--- src/design/assert_macros.svh ---
// assertion macros shared by the design
`ifndef ASSERT_MACROS_SVH
`define ASSERT_MACROS_SVH

// implication checked on every rising clock edge outside reset
`define ASSERT_IMPL(label, clk, rst_n, ante, cons, msg) \
    label: assert property (@(posedge clk) disable iff (!rst_n) (ante) |-> (cons)) \
        else $error(msg);

// next-cycle implication checked outside reset
`define ASSERT_NEXT(label, clk, rst_n, ante, cons, msg) \
    label: assert property (@(posedge clk) disable iff (!rst_n) (ante) |=> (cons)) \
        else $error(msg);

`endif

--- src/design/kvi_pkg.sv ---
`default_nettype none
package kvi_pkg;
    localparam int NUM_KEYS = 64;
    localparam int IDX_W = $clog2(NUM_KEYS);
    localparam int CNT_W = 7;
    localparam int FRAC_BITS = 16;
    localparam logic [16:0] FRAC_ONE = 17'h10000;

    localparam logic CMD_WRITE = 1'b0;
    localparam logic CMD_SAMPLE = 1'b1;

    localparam logic [1:0] ST_OK = 2'd0;
    localparam logic [1:0] ST_CLAMP = 2'd1;
    localparam logic [1:0] ST_EMPTY = 2'd2;

    // transaction passed from front to back
    typedef struct packed {
        logic        cmd;
        logic [5:0]  key_index;
        logic [31:0] key_time;
        logic [31:0] key_x;
        logic [31:0] key_y;
        logic [31:0] key_z;
        logic [31:0] sample_time;
    } item_t;

    typedef struct packed {
        logic [31:0] x;
        logic [31:0] y;
        logic [31:0] z;
        logic [1:0]  status;
    } result_t;
endpackage
`default_nettype wire

--- src/design/kvi_fifo.sv ---
`default_nettype none
// two-entry queue between front and back
module kvi_fifo (
    input  wire               clk,
    input  wire               rst_n,
    input  wire               push,
    input  kvi_pkg::item_t    push_data,
    output logic              full,
    input  wire               pop,
    output kvi_pkg::item_t    pop_data,
    output logic              empty
);
    kvi_pkg::item_t mem_reg [2];
    logic       wr_ptr_reg;
    logic       rd_ptr_reg;
    logic [1:0] cnt_reg;

    assign full = (cnt_reg == 2'd2);
    assign empty = (cnt_reg == 2'd0);
    assign pop_data = mem_reg[rd_ptr_reg];

    // storage
    always_ff @(posedge clk)
    begin
        if (push && !full)
        begin
            mem_reg[wr_ptr_reg] <= push_data;
        end
    end

    // pointers and count
    always_ff @(posedge clk or negedge rst_n)
    begin
        if (!rst_n)
        begin
            wr_ptr_reg <= 1'b0;
            rd_ptr_reg <= 1'b0;
            cnt_reg <= 2'd0;
        end
        else
        begin
            if (push && !full)
            begin
                wr_ptr_reg <= ~wr_ptr_reg;
            end
            if (pop && !empty)
            begin
                rd_ptr_reg <= ~rd_ptr_reg;
            end
            cnt_reg <= cnt_reg + {1'b0, push && !full} - {1'b0, pop && !empty};
        end
    end
endmodule
`default_nettype wire

--- config.mk ---
export PLATFORM = sky130hd
export DESIGN_NAME = kvi_fifo
export DESIGN_NICKNAME = d
export VERILOG_FILES = /design/src/design/assert_macros.svh /design/src/design/kvi_pkg.sv /design/src/design/kvi_fifo.sv
export SDC_FILE = /design/constraint.sdc
export NUM_CORES = 1
export LEC_CHECK = 0
export ABC_AREA = 1
export ABC_CLOCK_PERIOD_IN_PS = 10300
export BUFFER_PORTS_ARGS = -buffer_cell sky130_fd_sc_hd__buf_2
export CORE_MARGIN = 2
export CORE_UTILIZATION = 52
export CTS_CLUSTER_DIAMETER = 200
export DETAILED_ROUTE_END_ITERATION = 16
export GPL_TIMING_DRIVEN = 1
export PLACE_DENSITY = 0.76
export SLEW_MARGIN = 10
export SYNTH_ARGS = -nofsm -noshare
export SYNTH_HDL_FRONTEND = slang
export SYNTH_SLANG_ARGS = --single-unit
--- constraint.sdc ---
create_clock -name clk -period 10.3 [get_ports clk]
set_input_delay 1.03 -clock clk [delete_from_list [all_inputs] [get_ports clk]]
set_output_delay 1.03 -clock clk [all_outputs]
set_load 0.1 [all_outputs]
---- Word level (Yosys, flattened, before mapping) ----
Memory sizes are Yosys's and may differ from the RTL's.
Index checks and enable logic that the tools add are counted.
storage, ports and cells
  bits in writable memories ............... 334
  output and inout port bits .............. 169
  input bits .............................. 171
  memories kept ........................... 1
  register bits after elaboration ......... 4
operators by class
  $add $sub $neg .......................... 2
  equality and inequality tests ........... 1
  reductions and logical operators ........ 5
  mux-type cells .......................... 2
  bitwise operators ....................... 2
memories
  name     words  bits a word  read ports  clocked after Yosys merged registers in  wr ports  line            source
  mem_reg  2      167          1           0                                        1         kvi_fifo.sv:13  kvi_pkg::item_t mem_reg [2];
operators by type and width
  kind                                        count
  adder 2 x 1 -> 2 bit                        1
  equality test 2 bit, second input constant  1
  logical AND 1 bit                           2
  zero test 1 bit                             2
  zero test 2 bit                             1
  two-way mux 1 bit                           2
  NOT 1 bit                                   2
  subtractor 2 x 1 -> 2 bit                   1

---- Longest topological paths before layout ----
  depth in word-level cells ............... 5
  mapped depth ............................ 10
  gate-level depth less buffers ........... 10

---- Worst setup path before layout ----
No wires, ideal clock.
  path type ............................... input-to-reg
  start ................................... input push
  end ..................................... memory mem_reg[1][0] in the netlist's numbering, enable pin
  arrival ................................. 8042 ps
  required time ........................... 9604 ps
  setup time .............................. 696 ps
  setup slack ............................. 1562 ps
  stages .................................. 2
  path buffers ............................ 0
  cell sequence ........................... nand2_1 > nor2_1
on the way
  word-level cells in the longest chain between the ends .. 3
ends and longest elaborated chain
  item                                     line            source
  from (decl)                              kvi_fifo.sv:6   input wire push,
  logical AND 1 bit                        kvi_fifo.sv:25  if (push && !full)
  two-way mux 1 bit                        kvi_fifo.sv:25
  two-way mux 1 bit (implied by the code)  kvi_fifo.sv:27  mem_reg[wr_ptr_reg] <= push_data;
  to (decl)                                kvi_fifo.sv:13
No other way between the ends.

==> impl_metrics.tcl <==
set metrics [dict create \
    clock_latency_ns 0.50 \
    reg2reg_to "mem_reg[1][56]$_DFFE_PP_" \
    crit_cells 5 \
    worstSetupPathType "reg -> out" \
    fmax_mhz 234 \
    drtIter0Drc 596 \
    cts_tree "done" \
    crit_slowest_cell "buf_4" \
    setup_tns_ns 0 \
    crit_start "rd_ptr_reg$_DFFE_PN0P_" \
    syn_avg_cell_area_um2 13.7 \
    cp_top_family "buffers and inverters" \
    end_kind "output pin" \
    ys_warn_count 0 \
    gp_congestion 0.762 \
    finalSetupViolCount 0 \
    min_path_type "in -> async" \
    post-dp-hpwl_mm 16.8 \
    r2r_slack_ns 7.50 \
    syn_area_um2 12400 \
    fillers 1694 \
    track_usage 0.201 \
    cpPeakStageDelay_ns 0.78 \
    fp.dieW_um 159 \
    ys_seq_area_frac 0.816 \
    final_nets 1424 \
    r2r_start "cnt_reg[1]$_DFF_PN0_" \
    cts_buffer_depth 3 \
    required_ns 9.27 \
    slew_violations 0 \
    grt_setup_unrepaired "no" \
    slew_headroom 0.260 \
    first_global_vias 7325 \
    portBuffers 339 \
    die-area_um2 25100 \
    r2r_cells 4 \
    postSynthCellCount 906 \
    clock-sinks 338 \
    initial_core_util 0.529 \
    grt_max_degree 105 \
    finalCritPeriodShare 0.415 \
    vias_per_cell 4.86 \
    ios 340 \
    post_cts_buffers 0 \
    final_cell_mix "514 x nand2_1, 339 x buf_2, 334 x edfxtp_1" \
    crit_fanout 99 \
    final_common_cell "nand2_1" \
    synth_nets 1079 \
    whs_ns 0.327 \
    numCtsBuffers 35 \
    largest_reg_flops 334 \
    cts-root-buf "clkbuf_16" \
    postCtsHoldBufs 0 \
    wirelength_mm 26.2 \
    path_buf_inv 3 \
    coreArea_um2 23500 \
    finalClockSkew_ns 0.0196 \
    rows 56 \
    final_core_util 0.656 \
    area_growth_pct 24.0 \
    worstMarginPinSlew_ns 1.11 \
    drive_above_1_share 0.311 \
    htreeDepth 2 \
    period_needed_ns 4.27 \
    avgRoutedWirePerCell_um 16.4 \
    vias 7785 \
    synth-seq-cells 338 \
    status "complete, no violations" \
    fp.dieH_um 159 \
    cts_resized 0 \
    critPathLaunchType "flop" \
    grt_antenna_before_repair 8 \
    arrival_ns 3.24 \
    drt_pass1_iterations 4 \
    drc 0 \
    grt_pass1_wl_mm 38.1 \
    hold_viol_final 0 \
    ys_types 11 \
    drv_cap 0 \
    ant_nets 0 \
    path_cells "buf_4 > buf_4 > nand2_1 > nand2_1 > buf_2" \
    clk_pin_slew_ns 0.06 \
    overflow 0 \
    crit_end "pop_data[58]" \
]
[synth_stat cells]
| master | count | share of area |
|---|---|---|
| nand2_1 | 514 | 0.16 |
| edfxtp_1 | 334 | 0.81 |
| buf_2 | 20 | 0.0081 |
| buf_6 | 12 | 0.011 |
| inv_1 | 10 | 0.0030 |
| buf_4 | 5 | 0.0030 |
| dfrtp_1 | 4 | 0.0081 |
| nand3_1 | 3 | 0.0012 |
| ha_1 | 2 | 0.0020 |
| inv_4 | 1 | 0.00050 |
| nor2_1 | 1 | 0.00030 |
[per-layer routing]
layer  vias to the layer above  GRT usage  wire [µm]
met5                         -          0         40
met4                         6     0.0807        679
met3                        54     0.0759       2880
met2                       337      0.336      12900
met1                      3627      0.235       9690
li1                       3761          -          -
[logic make-up (layout without fill, tap and decap cells)]
group                      count (synthesis)  after routing  share of synthesized area
buffers and inverters                     48            417                     0.0255
DFF                                      338            338                      0.816
and+or+nand+nor                          518            518                      0.157
adders and majority gates                  2              2                    0.00201
other                                      0              7                          0
[worst register-to-register path: cells and delay by family (launching register included)]
| kind | cells | cell delay, ns |
|---|---|---|
| AND/OR/NAND/NOR | 3 | 1.12 |
| buffers and inverters | 1 | 0.82 |
| flip-flops | 1 | 0.40 |
[metrics by stage]
step / area [µm²] / setup slack (ns) / instances
2_1_floorplan: 12400 / 1.56 / 906
3_3_place_gp: 14300 / 6.50 / 1533
3_5_place_dp: 14300 / 6.53 / 1533
4_1_cts: 15400 / 5.97 / 1594
5_1_grt: 15400 / 5.85 / 1598
6_report: 15400 / 6.03 / 1601
[layout make-up]
cell class / count / area (µm²) / share of cell area
diodes: 7 / 17.5 / 0.00114
clock buffers: 44 / 952 / 0.0618
clock inverters: 17 / 133 / 0.00861
inverters: 11 / 48.8 / 0.00317
multi-input cells: 520 / 1980 / 0.129
flip-flops and latches: 338 / 10100 / 0.658
well taps: 319 / 399 / 0.0259
repair buffers: 345 / 1740 / 0.113
[how the worst min path moves through the flow]
stage	startpoint	endpoint	depth (start not counted)
5_1_grt	rst_n	cnt_reg[0]$_DFF_PN0_	1
2_1_floorplan	wr_ptr_reg$_DFFE_PN0P_	wr_ptr_reg$_DFFE_PN0P_	2
3_5_place_dp	wr_ptr_reg$_DFFE_PN0P_	wr_ptr_reg$_DFFE_PN0P_	2
6_report	rst_n	rd_ptr_reg$_DFFE_PN0P_	1
4_1_cts	rst_n	rd_ptr_reg$_DFFE_PN0P_	1
3_3_place_gp	wr_ptr_reg$_DFFE_PN0P_	wr_ptr_reg$_DFFE_PN0P_	2
Power is not shown: default switching activity piles up to over one toggle a cycle in this logic, so the estimate is an artifact.
